**src/mbp_pkg.sv**
```systemverilog
`timescale 1ns / 1ps
// ----------------------------------------------------------------------------
// mbp_pkg
// Shared types and constants of the MSB-first bit packer.
// ----------------------------------------------------------------------------
package mbp_pkg;

    localparam int VALUE_W          = 25;
    localparam int NBITS_W          = 5;
    localparam int PEND_W           = 7;
    localparam int PCNT_W           = 3;
    localparam int ACC_MAX_W        = PEND_W + VALUE_W;
    localparam int S_TDATA_W        = 32;
    localparam int BYTE_W           = 8;
    localparam int MAX_FIELD_BITS_D = 25;
    localparam int QUEUE_DEPTH_D    = 4;

    typedef enum logic {
        OP_PUT    = 1'b0,
        OP_FINISH = 1'b1
    } mbp_op_t;

    // per-request control word carried through the queue
    typedef struct packed {
        logic [2:0] nbytes;
        logic       eos;
    } mbp_ctrl_t;

    localparam int CTRL_W = $bits(mbp_ctrl_t);

endpackage

```
**src/mbp_front.sv**
```systemverilog
`timescale 1ns / 1ps
// ----------------------------------------------------------------------------
// mbp_front
// Accepts put/finish requests, merges them with the pending bits and emits
// one left-aligned word of complete bytes into the queue per request that completes a byte.
// ----------------------------------------------------------------------------
module mbp_front #(
    parameter int MAX_FIELD_BITS = mbp_pkg::MAX_FIELD_BITS_D
) (
    input  logic                                   aclk,
    input  logic                                   aresetn,
    input  logic                                   in_fire,
    input  mbp_pkg::mbp_op_t                       op,
    input  logic [mbp_pkg::VALUE_W-1:0]            value,
    input  logic [mbp_pkg::NBITS_W-1:0]            nbits,
    output logic                                   push,
    output logic [8*((MAX_FIELD_BITS+7)/8)-1:0]    word,
    output mbp_pkg::mbp_ctrl_t                     ctrl
);
    import mbp_pkg::*;

    localparam int ACC_W  = MAX_FIELD_BITS + PEND_W;
    localparam int NB     = ACC_W / 8;
    localparam int WORD_W = 8 * NB;

    logic [PEND_W-1:0]  pend_bits_reg, pend_bits_next;
    logic [PCNT_W-1:0]  pend_cnt_reg, pend_cnt_next;

    logic [NBITS_W-1:0] n_clamp;
    logic [VALUE_W-1:0] value_m;
    logic [ACC_MAX_W-1:0] acc_full;
    logic [ACC_W-1:0]   acc;
    logic [ACC_W-1:0]   acc_sh;
    logic [5:0]         total;
    logic [2:0]         rem;
    logic [2:0]         put_nbytes;
    logic [5:0]         put_shamt;
    logic [BYTE_W-1:0]  fin_byte;

    always_comb begin
        n_clamp   = (nbits > NBITS_W'(MAX_FIELD_BITS)) ? NBITS_W'(MAX_FIELD_BITS) : nbits;
        value_m   = value & ~({VALUE_W{1'b1}} << n_clamp);
        acc_full  = (ACC_MAX_W'(pend_bits_reg) << n_clamp) | ACC_MAX_W'(value_m);
        acc       = acc_full[ACC_W-1:0];
        total     = 6'(pend_cnt_reg) + 6'(n_clamp);
        put_nbytes = total[5:3];
        rem       = total[2:0];
        acc_sh    = acc >> rem;
        put_shamt = {3'(NB) - put_nbytes, 3'b000};
        fin_byte  = BYTE_W'(pend_bits_reg) << (4'd8 - 4'(pend_cnt_reg));

        pend_bits_next = pend_bits_reg;
        pend_cnt_next  = pend_cnt_reg;
        push           = 1'b0;
        word           = '0;
        ctrl           = '0;
        case (op)
            OP_PUT: begin
                push           = in_fire && (put_nbytes != 3'd0);
                word           = WORD_W'(acc_sh) << put_shamt;
                ctrl.nbytes    = put_nbytes;
                ctrl.eos       = 1'b0;
                pend_cnt_next  = rem;
                pend_bits_next = acc[PEND_W-1:0] & ~({PEND_W{1'b1}} << rem);
            end
            OP_FINISH: begin
                push           = in_fire && (pend_cnt_reg != '0);
                word           = WORD_W'(fin_byte) << (WORD_W - BYTE_W);
                ctrl.nbytes    = 3'd1;
                ctrl.eos       = 1'b1;
                pend_cnt_next  = '0;
                pend_bits_next = '0;
            end
            default: begin
                push = 1'b0;
            end
        endcase
    end

    always_ff @(posedge aclk) begin
        if (!aresetn) begin
            pend_bits_reg <= '0;
            pend_cnt_reg  <= '0;
        end else if (in_fire) begin
            pend_bits_reg <= pend_bits_next;
            pend_cnt_reg  <= pend_cnt_next;
        end
    end

endmodule

```
**src/mbp_fifo.sv**
```systemverilog
`timescale 1ns / 1ps
// ----------------------------------------------------------------------------
// mbp_fifo
// Short synchronous queue between the front and back parts.
// ----------------------------------------------------------------------------
module mbp_fifo #(
    parameter int DATA_W = 8,
    parameter int DEPTH  = mbp_pkg::QUEUE_DEPTH_D
) (
    input  logic              aclk,
    input  logic              aresetn,
    input  logic              push,
    input  logic [DATA_W-1:0] wdata,
    output logic              ready,
    input  logic              pop,
    output logic [DATA_W-1:0] rdata,
    output logic              valid
);
    import mbp_pkg::*;

    localparam int PTR_W = (DEPTH > 1) ? $clog2(DEPTH) : 1;
    localparam int CNT_W = $clog2(DEPTH + 1);

    logic [DATA_W-1:0] mem [DEPTH];
    logic [PTR_W-1:0]  wr_ptr_reg, rd_ptr_reg;
    logic [CNT_W-1:0]  count_reg, count_next;
    logic              do_push, do_pop;

    assign ready   = (count_reg != CNT_W'(DEPTH));
    assign valid   = (count_reg != '0);
    assign rdata   = mem[rd_ptr_reg];
    assign do_push = push && ready;
    assign do_pop  = pop && valid;

    always_comb begin
        count_next = count_reg;
        if (do_push && !do_pop) begin
            count_next = count_reg + 1'b1;
        end else if (do_pop && !do_push) begin
            count_next = count_reg - 1'b1;
        end
    end

    always_ff @(posedge aclk) begin
        if (do_push) begin
            mem[wr_ptr_reg] <= wdata;
        end
    end

    always_ff @(posedge aclk) begin
        if (!aresetn) begin
            wr_ptr_reg <= '0;
            rd_ptr_reg <= '0;
            count_reg  <= '0;
        end else begin
            count_reg <= count_next;
            if (do_push) begin
                wr_ptr_reg <= (wr_ptr_reg == PTR_W'(DEPTH - 1)) ? '0 : wr_ptr_reg + 1'b1;
            end
            if (do_pop) begin
                rd_ptr_reg <= (rd_ptr_reg == PTR_W'(DEPTH - 1)) ? '0 : rd_ptr_reg + 1'b1;
            end
        end
    end

endmodule

```
**src/mbp_back.sv**
```systemverilog
`timescale 1ns / 1ps
// ----------------------------------------------------------------------------
// mbp_back
// Takes byte words from the queue and sends them one byte per cycle, while
// m_tready is high, through a registered output stage.
// ----------------------------------------------------------------------------
module mbp_back #(
    parameter int WORD_W = 32
) (
    input  logic                    aclk,
    input  logic                    aresetn,
    input  logic                    q_valid,
    input  logic [WORD_W-1:0]       q_word,
    input  mbp_pkg::mbp_ctrl_t      q_ctrl,
    output logic                    q_pop,
    output logic                    m_tvalid,
    input  logic                    m_tready,
    output logic [mbp_pkg::BYTE_W-1:0] m_tdata,
    output logic                    m_tlast,
    output logic                    m_tuser
);
    import mbp_pkg::*;

    logic [WORD_W-1:0] cur_word_reg;
    logic [2:0]        cur_left_reg;
    logic              cur_eos_reg;
    logic              out_valid_reg;
    logic [BYTE_W-1:0] out_byte_reg;
    logic              out_last_reg;
    logic              out_eos_reg;
    logic              cur_valid, out_load, cur_free;

    always_comb begin
        cur_valid = (cur_left_reg != 3'd0);
        out_load  = cur_valid && (!out_valid_reg || m_tready);
        cur_free  = !cur_valid || (out_load && cur_left_reg == 3'd1);
        q_pop     = q_valid && cur_free;
    end

    always_ff @(posedge aclk) begin
        if (!aresetn) begin
            cur_left_reg  <= '0;
            out_valid_reg <= 1'b0;
        end else begin
            if (q_pop) begin
                cur_left_reg <= q_ctrl.nbytes;
            end else if (out_load) begin
                cur_left_reg <= cur_left_reg - 1'b1;
            end
            if (out_load) begin
                out_valid_reg <= 1'b1;
            end else if (m_tready) begin
                out_valid_reg <= 1'b0;
            end
        end
    end

    always_ff @(posedge aclk) begin
        if (q_pop) begin
            cur_word_reg <= q_word;
            cur_eos_reg  <= q_ctrl.eos;
        end else if (out_load) begin
            cur_word_reg <= cur_word_reg << BYTE_W;
        end
        if (out_load) begin
            out_byte_reg <= cur_word_reg[WORD_W-1 -: BYTE_W];
            out_last_reg <= (cur_left_reg == 3'd1);
            out_eos_reg  <= cur_eos_reg;
        end
    end

    assign m_tvalid = out_valid_reg;
    assign m_tdata  = out_byte_reg;
    assign m_tlast  = out_last_reg;
    assign m_tuser  = out_eos_reg;

endmodule

```
**src/msb_first_bit_packer_unit.sv**
```systemverilog
`timescale 1ns / 1ps
// ----------------------------------------------------------------------------
// msb_first_bit_packer_unit
// Packs variable-width bit fields into a byte stream, MSB first.
// ----------------------------------------------------------------------------
// Input stream: s_tuser selects put (0) or finish (1); s_tdata carries the
// field value and its bit count. A put appends the low nbits bits of value
// (nbits clamped to MAX_FIELD_BITS); a finish zero-pads and flushes the
// pending partial byte. Output stream: the bytes of each request, first
// stream bit in bit 7; m_tlast marks the last byte caused by one input
// request, m_tuser marks the padded final byte of a finish.
// Path: a request that yields bytes is written into the queue, loaded into
// the current-word register and then into the output register behind m_tvalid.
// Throughput: one request per cycle while each yields at most one byte and
// m_tready stays high; a request yielding k bytes holds the single
// byte-per-cycle output until all k are sent. A queue of QUEUE_DEPTH byte
// words absorbs bursts; s_tready drops only when it is full.
// Reset: synchronous, clears pending bits, queue and output stage.
// A stalled m_tready holds the current byte; the front keeps accepting until
// the queue fills.
// ----------------------------------------------------------------------------
module msb_first_bit_packer_unit #(
    parameter int MAX_FIELD_BITS = mbp_pkg::MAX_FIELD_BITS_D,
    parameter int QUEUE_DEPTH    = mbp_pkg::QUEUE_DEPTH_D
) (
    input  logic                               aclk,
    input  logic                               aresetn,
    input  logic                               s_tvalid,
    output logic                               s_tready,
    input  logic [mbp_pkg::S_TDATA_W-1:0]      s_tdata,  // value[24:0], nbits[29:25]
    input  logic                               s_tuser,  // op
    output logic                               m_tvalid,
    input  logic                               m_tready,
    output logic [mbp_pkg::BYTE_W-1:0]         m_tdata,  // out_byte[7:0]
    output logic                               m_tlast,
    output logic                               m_tuser   // end_of_stream
);
    import mbp_pkg::*;

    localparam int WORD_W = 8 * ((MAX_FIELD_BITS + PEND_W) / 8);
    localparam int Q_W    = WORD_W + CTRL_W;

    logic              in_fire;
    logic              q_push, q_ready, q_pop, q_valid;
    logic [WORD_W-1:0] f_word;
    mbp_ctrl_t         f_ctrl;
    logic [Q_W-1:0]    q_rdata;
    mbp_ctrl_t         q_ctrl;
    mbp_op_t           op;

    assign s_tready = q_ready;
    assign in_fire  = s_tvalid && s_tready;
    assign op       = mbp_op_t'(s_tuser);
    assign q_ctrl   = q_rdata[CTRL_W-1:0];

    mbp_front #(
        .MAX_FIELD_BITS(MAX_FIELD_BITS)
    ) u_front (
        .aclk    (aclk),
        .aresetn (aresetn),
        .in_fire (in_fire),
        .op      (op),
        .value   (s_tdata[VALUE_W-1:0]),
        .nbits   (s_tdata[VALUE_W +: NBITS_W]),
        .push    (q_push),
        .word    (f_word),
        .ctrl    (f_ctrl)
    );

    mbp_fifo #(
        .DATA_W (Q_W),
        .DEPTH  (QUEUE_DEPTH)
    ) u_fifo (
        .aclk    (aclk),
        .aresetn (aresetn),
        .push    (q_push),
        .wdata   ({f_word, f_ctrl}),
        .ready   (q_ready),
        .pop     (q_pop),
        .rdata   (q_rdata),
        .valid   (q_valid)
    );

    mbp_back #(
        .WORD_W (WORD_W)
    ) u_back (
        .aclk     (aclk),
        .aresetn  (aresetn),
        .q_valid  (q_valid),
        .q_word   (q_rdata[Q_W-1 -: WORD_W]),
        .q_ctrl   (q_ctrl),
        .q_pop    (q_pop),
        .m_tvalid (m_tvalid),
        .m_tready (m_tready),
        .m_tdata  (m_tdata),
        .m_tlast  (m_tlast),
        .m_tuser  (m_tuser)
    );

    a_eos_is_last: assert property (@(posedge aclk) disable iff (!aresetn)
        m_tvalid && m_tuser |-> m_tlast)
        else $error("padded final byte not marked last");

    a_reset_clears_out: assert property (@(posedge aclk)
        !aresetn |=> !m_tvalid)
        else $error("output valid after reset");

    a_queue_entry_nonempty: assert property (@(posedge aclk) disable iff (!aresetn)
        q_valid |-> q_ctrl.nbytes != 3'd0)
        else $error("queue entry without bytes");

endmodule
```
**config.mk**
```make
export PLATFORM = sky130hd
export DESIGN_NAME = msb_first_bit_packer_unit
export DESIGN_NICKNAME = d
export VERILOG_FILES = /design/src/mbp_pkg.sv /design/src/mbp_front.sv /design/src/mbp_fifo.sv /design/src/mbp_back.sv /design/src/msb_first_bit_packer_unit.sv
export SDC_FILE = /design/constraint.sdc
export NUM_CORES = 1
export LEC_CHECK = 0
export BUFFER_PORTS_ARGS = -buffer_cell sky130_fd_sc_hd__buf_2
export CAP_MARGIN = 10
export CORE_UTILIZATION = 55
export CTS_CLUSTER_SIZE = 12
export DETAILED_ROUTE_END_ITERATION = 12
export PLACE_DENSITY = 0.77
export SETUP_SLACK_MARGIN = 0.05
export SLEW_MARGIN = 20
export SYNTH_ARGS = -nofsm -noshare
export SYNTH_HDL_FRONTEND = slang
export SYNTH_SLANG_ARGS = --single-unit
```
**constraint.sdc**
```tcl
create_clock -name aclk -period 5.45 [get_ports aclk]
set_input_delay 1.3625 -clock aclk [delete_from_list [all_inputs] [get_ports aclk]]
set_output_delay 1.3625 -clock aclk [all_outputs]
set_load 0.02 [all_outputs]
```
==> After elaboration in Yosys (flattened, before gate mapping) <==
Memories as Yosys holds them, arrays and structs flattened. A register that Yosys moved wholly into a read port is not among the register bits.
Cells that the tools add are included.
{ "op_classes": {"n_lt_le_gt_ge": 1, "mux": 20, "n_reduce_logical": 23, "bitwise_logic": 6, "n_shift": 6, "addsub": 8, "eq_ne": 4} }
{ "op_table": {"columns": ["cell", "n"], "rows": [
  ["32-bit 2-to-1 mux", 2],
  ["32-bit case mux with 2 select lines", 1],
  ["32-bit by 25-bit OR with 32-bit output", 1],
  ["32-bit by 6-bit << shifter with 32-bit output", 1],
  ["7-bit by 5-bit << shifter with 32-bit output", 1],
  ["32-bit by 3-bit right shift with 32-bit output", 1],
  ["25-bit bitwise AND", 1],
  ["25-bit NOT", 1],
  ["25-bit by 5-bit << shifter with 25-bit output (first input constant)", 1],
  ["7-bit case mux with 2 select lines", 1],
  ["3-bit 2-to-1 mux", 4],
  ["3-bit nonzero test", 4],
  ["1-bit logical AND", 10],
  ["2-bit 2-to-1 mux", 4],
  ["4-bit case mux with 2 select lines", 1],
  ["7-bit by 4-bit << shifter with 8-bit output", 1],
  ["7-bit bitwise AND", 1],
  ["7-bit NOT", 1],
  ["7-bit by 3-bit << shifter with 7-bit output (first input constant)", 1],
  ["3-bit by 5-bit adder with 6-bit output", 1],
  ["3-bit case mux with 2 select lines", 1],
  ["2-bit nonzero test", 3],
  ["3-bit by 1-bit subtractor with 3-bit output (second input constant)", 2],
  ["5-bit greater-than comparator (second input constant)", 1],
  ["13 further kinds", 22]
]} }
{ "totals": {"inputBits": 37, "ramBits": 144, "reg_bits": 64, "word_cells": 81, "memories": 1} }
{ "memory_table": {"columns": ["name", "words", "width", "rd", "rd_ports_with_merged_regs", "write_ports", "line_no", "rtl"], "rows": [
  ["u_fifo.mem", 4, 36, 1, 1, 1, "mbp_fifo.sv:24", "logic [DATA_W-1:0] mem [DEPTH];"]
]} }

==> Longest topological paths before layout <==
Gate-level depths: netlist (run 1).
{ "depth": {"depth_word": 11, "depth_mapped": 20, "depth_no_buf": 19} }

==> Modules after synthesis <==
Synthesis (run 1) repeated with hierarchy kept, for this count alone.
{ "unflattened": {"cells_unflattened": 1049, "area_unflattened_um2": 12256.8} }
{ "by_module_without_submodules": {"columns": ["mod", "area_each_um2", "instances", "cells_per_inst", "seq_area_each_um2"], "rows": [
  ["mbp_fifo", 5681.7, 1, 239, 4504.3],
  ["mbp_front", 4608.2, 1, 695, 200.2],
  ["mbp_back", 1960.6, 1, 114, 1371.3],
  ["msb_first_bit_packer_unit", 6.3, 1, 1, 0.0]
]} }

==> Worst setup path after synthesis (run 1) <==
Ideal clock, no wire load.
{ "synth_path": {"kind": "in2reg", "start": "input s_tdata[26] (netlist bit)", "end": "register u_fifo.count_reg[2]", "setup_slack_ps": 139, "arrival_ps": 5235, "path_buffers": 1, "required_time_ps": 5374, "stages": 19, "cell_sequence": "o211a_2 -> nor2_4 -> inv_1 -> ha_1 -> a21o_1 -> a21oi_1 -> xnor2_1 -> inv_2 -> buf_1 -> ha_1 -> ha_1 -> nor2b_1 -> a211oi_1 -> ha_1 -> inv_1 -> fa_1 -> xor2_1 -> or3_1 -> a21boi_0"} }
{ "synth_via": {"elab_chain_cells": 10, "word_cells_on_any_way": 12, "cone_classes": "add/sub (1); order compare (1); mux (3); reduce/logical (7)"} }
{ "synth_rtl": {"columns": ["element", "line_no", "rtl"], "rows": [
  ["start: declaration", "msb_first_bit_packer_unit.sv:30", "input logic [mbp_pkg::S_TDATA_W-1:0] s_tdata,"],
  ["5-bit greater-than comparator", "mbp_front.sv:41", "n_clamp = (nbits > NBITS_W'(MAX_FIELD_BITS)) ? NBITS_W'(MAX_FIELD_BITS) : nbits;"],
  ["5-bit 2-to-1 mux (*)", "mbp_front.sv:41", null],
  ["3-bit by 5-bit adder with 6-bit output (*)", "mbp_front.sv:45", "total = 6'(pend_cnt_reg) + 6'(n_clamp);"],
  ["3-bit nonzero test (*)", "mbp_front.sv:59", "push = in_fire && (put_nbytes != 3'd0);"],
  ["1-bit logical AND (*)", "mbp_front.sv:59", null],
  ["1-bit case mux with 2 select lines (*)", "mbp_front.sv:57", "case (op)"],
  ["1-bit logical AND (*)", "mbp_fifo.sv:32", "assign do_push = push && ready;"],
  ["via u_fifo.do_push", "mbp_fifo.sv:27", "logic do_push, do_pop;"],
  ["1-bit logical NOT", "mbp_fifo.sv:39", "end else if (do_pop && !do_push) begin"],
  ["1-bit logical AND", "mbp_fifo.sv:39", null],
  ["2-bit nonzero test (no source line)", null, null],
  ["end signal: assignment", "mbp_fifo.sv:56", "count_reg <= count_next;"],
  ["end: declaration", "mbp_fifo.sv:26", "logic [CNT_W-1:0] count_reg, count_next;"]
]} }
The timed path passes the listed nets; every way through them passes the cells marked *.
A chain may end at the register's enable or synchronous reset.

==> Worst setup path in the final report (run 1) <==
{ "layout_path": {"start": "input s_tdata[26] (netlist bit)", "end": "memory u_fifo.mem[0][34] (netlist bit) (data pin)"} }
{ "layout_via": {"elab_chain_cells": 9, "word_cells_on_any_way": 12, "cone_classes": "add/sub (2); order compare (1); shift (4); mux (2); bitwise (3)"} }
{ "layout_rtl": {"columns": ["element", "line_no", "rtl"], "rows": [
  ["5-bit greater-than comparator", "mbp_front.sv:41", null],
  ["5-bit 2-to-1 mux (*)", "mbp_front.sv:41", null],
  ["25-bit by 5-bit << shifter with 25-bit output", "mbp_front.sv:42", "value_m = value & ~({VALUE_W{1'b1}} << n_clamp);"],
  ["25-bit NOT", "mbp_front.sv:42", null],
  ["25-bit bitwise AND", "mbp_front.sv:42", null],
  ["32-bit by 25-bit OR with 32-bit output", "mbp_front.sv:43", "acc_full = (ACC_MAX_W'(pend_bits_reg) << n_clamp) | ACC_MAX_W'(value_m);"],
  ["32-bit by 3-bit right shift with 32-bit output", "mbp_front.sv:48", "acc_sh = acc >> rem;"],
  ["32-bit by 6-bit << shifter with 32-bit output (*)", "mbp_front.sv:60", "word = WORD_W'(acc_sh) << put_shamt;"],
  ["32-bit case mux with 2 select lines (*)", "mbp_front.sv:57", null],
  ["via f_word[30]", "msb_first_bit_packer_unit.sv:45", "logic [WORD_W-1:0] f_word;"],
  ["end: declaration", "mbp_fifo.sv:24", null]
]} }
Marks and branches as above.

==> impl_summary.log, run 1 <==
INFO  metric floorplan.core_area = 21000 sq um
INFO  metric cts.clk_slew.worst_paths = 0.06 ns
INFO  metric reg2reg_slack = 1.33 ns
INFO  metric vias_per_cell = 6.44
INFO  metric post_synth_inst_count = 1055
INFO  metric power.leakage = 0.00460 uW
INFO  metric maxClockFrequency = 0.207 GHz
INFO  metric antenna_found_initial = 0
INFO  metric nets = 1144
INFO  metric asyncSetResetFlopFracSynth = 0%
INFO  metric antenna_left = 0
INFO  metric timing.setup.critical_path_class = input pin to flip-flop
INFO  metric final_core_utilization = 61.9%
INFO  metric initialDrtViolationCount = 795
INFO  metric antennaDiodeCount = 0
INFO  metric r2r.worst_path.cells = 11
INFO  metric end_kind = flip-flop
INFO  metric min_to = u_back.m_tdata[6]$_DFFE_PP_
INFO  metric first_global_vias = 8630
INFO  metric dp_hpwl = 21900 microns
INFO  metric post-cts-setup-buffer-count = 0
INFO  metric placement.io_buffers = 46
INFO  metric hold_buffers = 0
INFO  metric cts_root_buffer = clkbuf_16
INFO  metric min-delay-start = u_back.cur_word_reg[30]$_DFFE_PP_
INFO  metric detail_route.wl_per_cell = 22.5 microns
INFO  metric grt_max_degree = 51
INFO  metric cts-buffers-inserted = 22
INFO  metric synth_seq_area_share = 51.4%
INFO  metric finish.instance_area = 13000 sq um
INFO  metric clockBufferDepth = 3
INFO  metric pre_cts_ws = 0.165 ns
INFO  metric grt_usage = 28.7%
INFO  metric grt_pass1_wl = 48400 microns
INFO  metric floorplan.die.width = 149 microns
INFO  metric startpoint_type = input pin
INFO  metric worstSetupStartpoint = s_tdata[26]
INFO  metric layout-area-overhead-vs-synth = 10.2%
INFO  metric mostFrequentLayoutCells = 187 x edfxtp_1, 143 x nand2_1, 75 x nor2_1
INFO  metric synth.lib_cells_used.distinct = 94
INFO  metric fin_max_slew_vios = 0
INFO  metric worst_r2r_startpoint = u_front.pend_cnt_reg[0]$_SDFFE_PN0P_
INFO  metric largest_register_ff_count = 144
INFO  metric slew_headroom = 48.6%
INFO  metric firstDrtPassIters = 5
INFO  metric post-route-worst-setup-slack = 0.613 ns
INFO  metric post_dp_cell_area = 12400 sq um
INFO  metric synth-edff-count = 187
INFO  metric detailroute.via_count = 8846
INFO  metric finalCriticalPeriod = 4.84 ns
INFO  metric sum_of_negative_setup_slack = 0 ns
INFO  metric synthesis.nets = 1110
INFO  metric fin_skew = 0.0248 ns
INFO  metric holdCritPathClass = flip-flop to flip-flop
INFO  metric vdd_ir_drop_max = 0.197 mV
INFO  metric crit_arrival = 5.07 ns
INFO  metric wirelength = 31000 microns
INFO  metric setup_violations = 0
INFO  metric r2r-end = u_fifo.mem[0][34]$_DFFE_PP_
INFO  metric syn-mean-instance-area = 11.2 sq um
INFO  metric htree_levels = 1
INFO  metric ys_dominant_reg_cell = edfxtp_1
INFO  metric layout_commonest_cell = edfxtp_1
INFO  metric unrepaired_setup_endpoints_after_global_routing = false
INFO  metric totalPowerFinal = 5470 uW
INFO  metric power_density = 420 nW/um^2
INFO  metric cts_repair_resize_count = 0
INFO  metric chipHeight = 149 microns
INFO  metric ys_warn_count = 0
INFO  metric initial_core_utilization = 56.2%
INFO  metric post_route_cells_drive_above_1_share = 18.0%
INFO  metric grt_overflow = 0
INFO  metric max_cap_check_violation_count = 0
INFO  metric io_pins = 49
INFO  metric synthesis.area = 11800 sq um
INFO  metric globalplace.congestion = 0.940
INFO  metric run_status = completed
INFO  metric final-hold-violation-count = 0
INFO  metric tritoncts = built
INFO  metric die-area = 22100 sq um
INFO  metric standard_cell_row_count = 53
INFO  metric ys_seq_elements = 210
INFO  metric worstSkewPairLatency = 0.50 ns
INFO  metric worst-path-max-fanout = 30
INFO  metric worstHoldPathCells = 0
INFO  metric cp_data_required_time = 5.68 ns
INFO  metric drc = 0
INFO  metric worst-slew-pin-transition = 0.764 ns
INFO  metric final.period_utilization = 88.8%
INFO  metric clkSinkCount = 210
## synthesized netlist by cell type (5+ instances only)
library cell | number | area share [%]
buf_6 | 5 | 0.48
buf_2 | 12 | 0.51
clkbuf_1 | 44 | 1.4
buf_1 | 10 | 0.32
a221oi_1 | 10 | 0.74
a21o_1 | 5 | 0.32
dfxtp_1 | 23 | 3.9
nand3_1 | 18 | 0.76
xnor2_1 | 5 | 0.37
and3_1 | 8 | 0.42
nor4_1 | 5 | 0.26
o22ai_1 | 6 | 0.32
mux2i_1 | 21 | 1.8
a22oi_1 | 8 | 0.51
a32oi_1 | 7 | 0.52
nand2_1 | 143 | 4.5
and2_1 | 28 | 1.5
o21a_1 | 5 | 0.32
o21ai_1 | 9 | 0.38
nor2b_1 | 25 | 1.3
mux2_2 | 17 | 1.6
ha_1 | 16 | 1.7
edfxtp_1 | 187 | 48
a21oi_1 | 49 | 2.1
a211oi_1 | 17 | 1.1
nor3_1 | 26 | 1.1
o21ai_0 | 36 | 1.5
o211ai_1 | 19 | 1.2
or3_1 | 5 | 0.26
nand4_1 | 7 | 0.37
a21boi_0 | 9 | 0.57
nor2_1 | 75 | 2.4
a31oi_1 | 18 | 0.95
o211a_1 | 6 | 0.51
mux4_2 | 38 | 7.2
nand2b_1 | 13 | 0.69
inv_1 | 21 | 0.67
## power by group
group	switching, uW	internal (uW)	leakage (uW)
Sequential	102	2190	0.00196
Clock	547	739	0.000297
Combinational	1180	709	0.00234
Total	1830	3640	0.00460
## critical path: stages
cell      delay [ns]
buf_2           0.09
buf_4           0.32
a21boi_4        0.30
inv_4           0.10
fa_1            0.48
xor2_2          0.46
buf_4           0.36
nor3_1          0.09
a22oi_1         0.36
mux2i_1         0.18
mux2i_1         0.31
mux2i_1         0.16
o221ai_1        0.45
## cell families after synthesis
group / share of synthesized area, %
DFF: 51.4
muxes: 10.8
AOI/OAI and AO/OA: 16.3
adders and majority gates: 2.03
and+or+nand+nor: 15.1
buffers and inverters: 3.78
xor gates and xnor gates: 0.593
## per-layer routing
metal  GRT usage, %  vias up  share of wire [%]
li1               -     4096                  -
met1           38.9     4267                 42
met2           46.1      392                 47
met3           3.62       91                6.2
met4           13.4        0                4.7
met5              0        -                  0
## worst max-delay path by stage
stage / cells past startpoint / slack (ns) / end
finish: 13 / 0.61 / u_fifo.mem[0][34]$_DFFE_PP_
global route: 18 / 0.38 / u_fifo.count_reg[2]$_SDFFE_PN0P_
CTS: 18 / 0.66 / u_fifo.count_reg[2]$_SDFFE_PN0P_
detailed placement: 18 / 0.16 / u_fifo.count_reg[2]$_SDFFE_PN0P_
global placement: 18 / 0.22 / u_fifo.count_reg[2]$_SDFFE_PN0P_
floorplan: 19 / 0.14 / u_fifo.count_reg[2]$_SDFFE_PN0P_
## through the flow
step,std cells,hold WS [ns]
after floorplan,1055,0.400
after global placement,1340,0.403
after detailed placement,1340,0.407
after CTS,1374,0.419
after global routing,1374,0.430
final,1374,0.419
## area by class of cell
cell class / instances / area, sq um
Clock buffer: 29 / 577
Clock inverter: 5 / 37.5
Fill cell: 1656 / 8010
Inverter: 24 / 92.6
Multi-Input combinational cell: 745 / 5300
Sequential cell: 210 / 6080
Tap cell: 275 / 344
Timing Repair Buffer: 86 / 581
(Power assumes the default switching activity.)
==> inputs of run 2 (changes only) <==
--- a/config.mk
+++ b/config.mk
@@ -5,14 +5,16 @@
 export SDC_FILE = /design/constraint.sdc
 export NUM_CORES = 1
 export LEC_CHECK = 0
+export ABC_AREA = 1
 export BUFFER_PORTS_ARGS = -buffer_cell sky130_fd_sc_hd__buf_2
 export CAP_MARGIN = 10
 export CORE_UTILIZATION = 55
 export CTS_CLUSTER_SIZE = 12
 export DETAILED_ROUTE_END_ITERATION = 12
-export PLACE_DENSITY = 0.77
+export PLACE_DENSITY = 0.86
 export SETUP_SLACK_MARGIN = 0.05
 export SLEW_MARGIN = 20
 export SYNTH_ARGS = -nofsm -noshare
 export SYNTH_HDL_FRONTEND = slang
+export SYNTH_HIERARCHICAL = 1
 export SYNTH_SLANG_ARGS = --single-unit
==> run 2 against run 1 <==
Net effect:
- largest power group unchanged
- worst setup slack better by 0.0075 ns
- sequential power up 3%
- via count grew 9.9%
- final cell count increased by 17%
- largest cell class unchanged
- synthesized cell count up 25%
==> impl_summary.log, run 2 <==
INFO  metric r2r.worst_path.cells = 11 (unchanged)
INFO  metric io_pins = 49 (unchanged)
INFO  metric timing.setup.critical_path_class = input pin to flip-flop
INFO  metric combined_flip_flop_and_latch_cell_area = 6080 sq um (unchanged)
INFO  metric nets = 1391 (+22%)
INFO  metric sw_frac_of_total = 38.4% (+4.9 points)
INFO  metric fin_skew = 0.0116 ns (-0.0132 ns)
INFO  metric worst-slew-pin-transition = 0.994 ns (+0.230 ns)
INFO  metric die-area = 21400 sq um (-2.9%)
INFO  metric setup_violations = 0 (unchanged)
INFO  metric antenna_found_initial = 0 (unchanged)
INFO  metric cts_repair_resize_count = 0 (unchanged)
INFO  metric detailroute.via_count = 9718 (+9.9%)
INFO  metric standard_cell_row_count = 52 (-1.9%)
INFO  metric worstSkewPairLatency = 0.50 ns (about the same)
INFO  metric detail_route.wl_per_cell = 18.0 microns (-20%)
INFO  metric first_global_vias = 9070 (+5.1%)
INFO  metric post_dp_cell_area = 11800 sq um (-4.5%)
INFO  metric globalplace.congestion = 0.962 (+2.4%)
INFO  metric cp_num_buf_inv = 4 (unchanged)
INFO  metric chipHeight = 146 microns (-1.5%)
INFO  metric grt_pass1_wl = 46200 microns (-4.5%)
INFO  metric hold_buffers = 0 (unchanged)
INFO  metric worst_path_largest_cell_delay = 0.57 ns (+0.09 ns)
INFO  metric slew_headroom = 33.6% (-15 points)
INFO  metric synthesis.area = 11500 sq um (-3.0%)
INFO  metric post-cts-setup-buffer-count = 0 (unchanged)
INFO  metric synth.top_cells.by_area = edfxtp_1 49%, nand3_1 10%, nand2_1 9.5%, nor2_1 4.7%, dfxtp_1 4.0%
INFO  metric ys_seq_elements = 210 (unchanged)
INFO  metric placement.io_buffers = 46 (unchanged)
INFO  metric max_cap_check_violation_count = 0 (unchanged)
INFO  metric floorplan.die.width = 146 microns (-1.5%)
INFO  metric worst-path-max-fanout = 18 (-40%)
INFO  metric fin_max_slew_vios = 0 (unchanged)
INFO  metric tritoncts = built
INFO  metric grt_usage = 27.4% (-1.4 points)
INFO  metric groute.layer.met3.usage = 2.50% (-1.1 points)
INFO  metric synth.lib_cells_used.distinct = 41 (-56%)
INFO  metric power_report.internal_total = 3590 uW (-1.4%)
INFO  metric crit_arrival = 5.06 ns (about the same)
INFO  metric post_route_cells_drive_above_1_share = 10.3% (-7.7 points)
INFO  metric antennaDiodeCount = 0 (unchanged)
INFO  metric dp_hpwl = 19700 microns (-10%)
INFO  metric initialDrtViolationCount = 1022 (+29%)
INFO  metric synth.cells.most_frequent = 289 x nand2_1, 231 x nand3_1, 187 x edfxtp_1
INFO  metric busiest_layer = met2
INFO  metric yosysMostFrequentCell = nand2_1
INFO  metric layout_commonest_cell = nand2_1
INFO  metric fillCellCount = 1701 (+2.7%)
INFO  metric asyncSetResetFlopFracSynth = 0% (unchanged)
INFO  metric firstDrtPassIters = 8 (+3)
INFO  metric synthesis.nets = 1371 (+24%)
INFO  metric power.switching = 2240 uW (+22%)
INFO  metric post-route-worst-setup-slack = 0.620 ns (+0.00753 ns)
INFO  metric combinationalPowerShare = 37.6% (+3.0 points)
INFO  metric grt_overflow = 0 (unchanged)
INFO  metric clockBufferDepth = 3 (unchanged)
INFO  metric post_synth_inst_count = 1316 (+25%)
INFO  metric groute.layer.met1.usage = 35.7% (-3.2 points)
INFO  metric cp_slowest_cell = a21oi_1
INFO  metric clkSinkCount = 210 (unchanged)
INFO  metric cp_data_required_time = 5.68 ns (about the same)
INFO  metric floorplan.core_area = 20300 sq um (-3.4%)
INFO  metric power.leakage = 0.00496 uW (+7.8%)
INFO  metric cp_top_family = buffers and inverters
INFO  metric power_density = 468 nW/um^2 (+11%)
INFO  metric timing.critical_path.cells = buf_2, nand2_4, nand2_4, inv_2, ha_1, a21o_1, a21oi_1, xor2_2, clkinv_1, ha_1, ha_1, nand2_1, nor2_1, clkinv_1, a21oi_1
INFO  metric largest_register_ff_count = 144 (unchanged)
INFO  metric cts_root_buffer = clkbuf_16
INFO  metric final.period_utilization = 88.6% (-0.14 points)
INFO  metric pwr-share-clk = 22.0% (-1.5 points)
INFO  metric htree_levels = 1 (unchanged)
INFO  metric ys_warn_count = 6 (+6)
INFO  metric seq_power_share = 40.3% (-1.6 points)
INFO  metric cts-buffers-inserted = 21 (-4.5%)
INFO  metric startpoint_type = input pin
INFO  metric final-hold-violation-count = 0 (unchanged)
INFO  metric holdCritPathClass = flip-flop to flip-flop
INFO  metric end_kind = flip-flop
INFO  metric finalCriticalPeriod = 4.83 ns (-0.00753 ns)
INFO  metric pre_cts_ws = 0.216 ns (+0.0513 ns)
INFO  metric syn-mean-instance-area = 8.71 sq um (-22%)
INFO  metric post-synth-top-area-cell = edfxtp_1
INFO  metric synth-edff-count = 187 (unchanged)
INFO  metric cell_repeated_most_along_the_worst_path = ha_1
INFO  metric timing.critical_path.depth = 15 (+2)
INFO  metric grt_max_degree = 73 (+43%)
INFO  metric sum_of_negative_setup_slack = 0 ns (unchanged)
INFO  metric wirelength = 29100 microns (-6.0%)
INFO  metric worstHoldPathCells = 0 (unchanged)
INFO  metric mostFrequentLayoutCells = 289 x nand2_1, 231 x nand3_1, 187 x edfxtp_1
INFO  metric ys_dominant_reg_cell = edfxtp_1
INFO  metric synth_seq_area_share = 53.0% (+1.6 points)
INFO  metric drc = 0 (unchanged)
INFO  metric vdd_ir_drop_max = 0.264 mV (+34%)
INFO  metric maxClockFrequency = 0.207 GHz (+0.16%)
INFO  metric cts.clk_slew.worst_paths = 0.06 ns (about the same)
INFO  metric vias_per_cell = 6.02 (-6.5%)
INFO  metric gr-usage-met2 = 47.4% (+1.3 points)
INFO  metric antenna_left = 0 (unchanged)
INFO  metric synth_top_area_share = 49.0% (+1.5 points)
INFO  metric layout-area-overhead-vs-synth = 8.51%
INFO  metric area_of_the_multi_input_gates = 4670 sq um (-12%)
INFO  metric initial_core_utilization = 56.5% (+0.27 points)
INFO  metric unrepaired_setup_endpoints_after_global_routing = false
INFO  metric run_status = completed
INFO  metric finish.instance_area = 12400 sq um (-4.4%)
-- run 2: cell types whose count changed in the layout (fill, tap and decap cells not counted), moves of 20 or more --
| cell | previous run | this run |
|---|---|---|
| and2_1 | 28 | 0 |
| buf_4 | 36 | 16 |
| inv_1 | 20 | 72 |
| mux2i_1 | 21 | 0 |
| mux4_2 | 38 | 0 |
| nand2_1 | 143 | 289 |
| nand3_1 | 18 | 231 |
| nor2_1 | 75 | 139 |
| nor2b_1 | 25 | 0 |
| nor3_1 | 26 | 3 |
| o21ai_0 | 36 | 59 |
| o21ai_1 | 9 | 52 |
| o22ai_1 | 6 | 45 |
-- run 2: metal layers --
layer | wire, microns | up-vias
met3 | 2320 | 71
met4 | 907 | 0
met2 | 14300 | 512
li1 | - | 4620
met1 | 11600 | 4515
met5 | 0 | -
-- run 2: worst register-to-register path: cells and delay by family (launching register included) --
family | cells | cell delay (ns)
buf+inv | 1 | 0.47
fa+ha+maj | 4 | 1.23
compound gates | 2 | 0.66
flops | 1 | 0.47
simple gates | 3 | 0.45
xor+xnor | 1 | 0.18
-- run 2: cells by family after synthesis --
kind of cell	Yosys count	share of synthesized area, %
simple gates	717	27.8
compound gates	214	10.4
flops	210	53.0
buf+inv	154	6.45
fa+ha+maj	18	2.10
xor+xnor	3	0.295
-- run 2: layout make-up --
cell class,instances,share of cell area [%]
flip-flops and latches,210,48.9
multi-input cells,952,37.6
clock buffers,30,4.67
repair buffers,66,3.46
well taps,270,2.72
inverters,85,2.62
clock inverters,1,0.0704
-- run 2: path summary, 6_finish.rpt --
| check | startpoint | end | slack, ns |
|---|---|---|---|
| setup / recovery | s_tdata[28] | u_fifo/mem[2][15]$_DFFE_PP_ | 0.62 |
| hold / removal | u_back/cur_word_reg[24]$_DFFE_PP_ | u_back/m_tdata[0]$_DFFE_PP_ | 0.42 |
| setup reg to reg | u_front/pend_cnt_reg[0]$_SDFFE_PN0P_ | u_fifo/mem[2][15]$_DFFE_PP_ | 1.71 |
| hold reg to reg | u_back/cur_word_reg[24]$_DFFE_PP_ | u_back/m_tdata[0]$_DFFE_PP_ | 0.42 |
-- run 2: power groups by stage --
stage               clock network, uW  registers, uW  logic [uW]
CTS                              1290           2350        2160
detailed placement                  0           2380        2130
global route                     1350           2380        2420
floorplan                           0           2400        1630
finish                           1280           2350        2190
global placement                    0           2370        2070
-- run 2: per-stage QoR --
| step | cells | utilization (%) | total power (uW) | hold slack (ns) |
|---|---|---|---|---|
| floorplan | 1316 | - | 4030 | 0.400 |
| global placement | 1583 | 58.4 | 4440 | 0.402 |
| detailed placement | 1583 | 58.4 | 4510 | 0.406 |
| CTS | 1614 | 61.3 | 5800 | 0.426 |
| global route | 1614 | 61.3 | 6150 | 0.426 |
| finish | 1614 | 61.3 | 5820 | 0.423 |
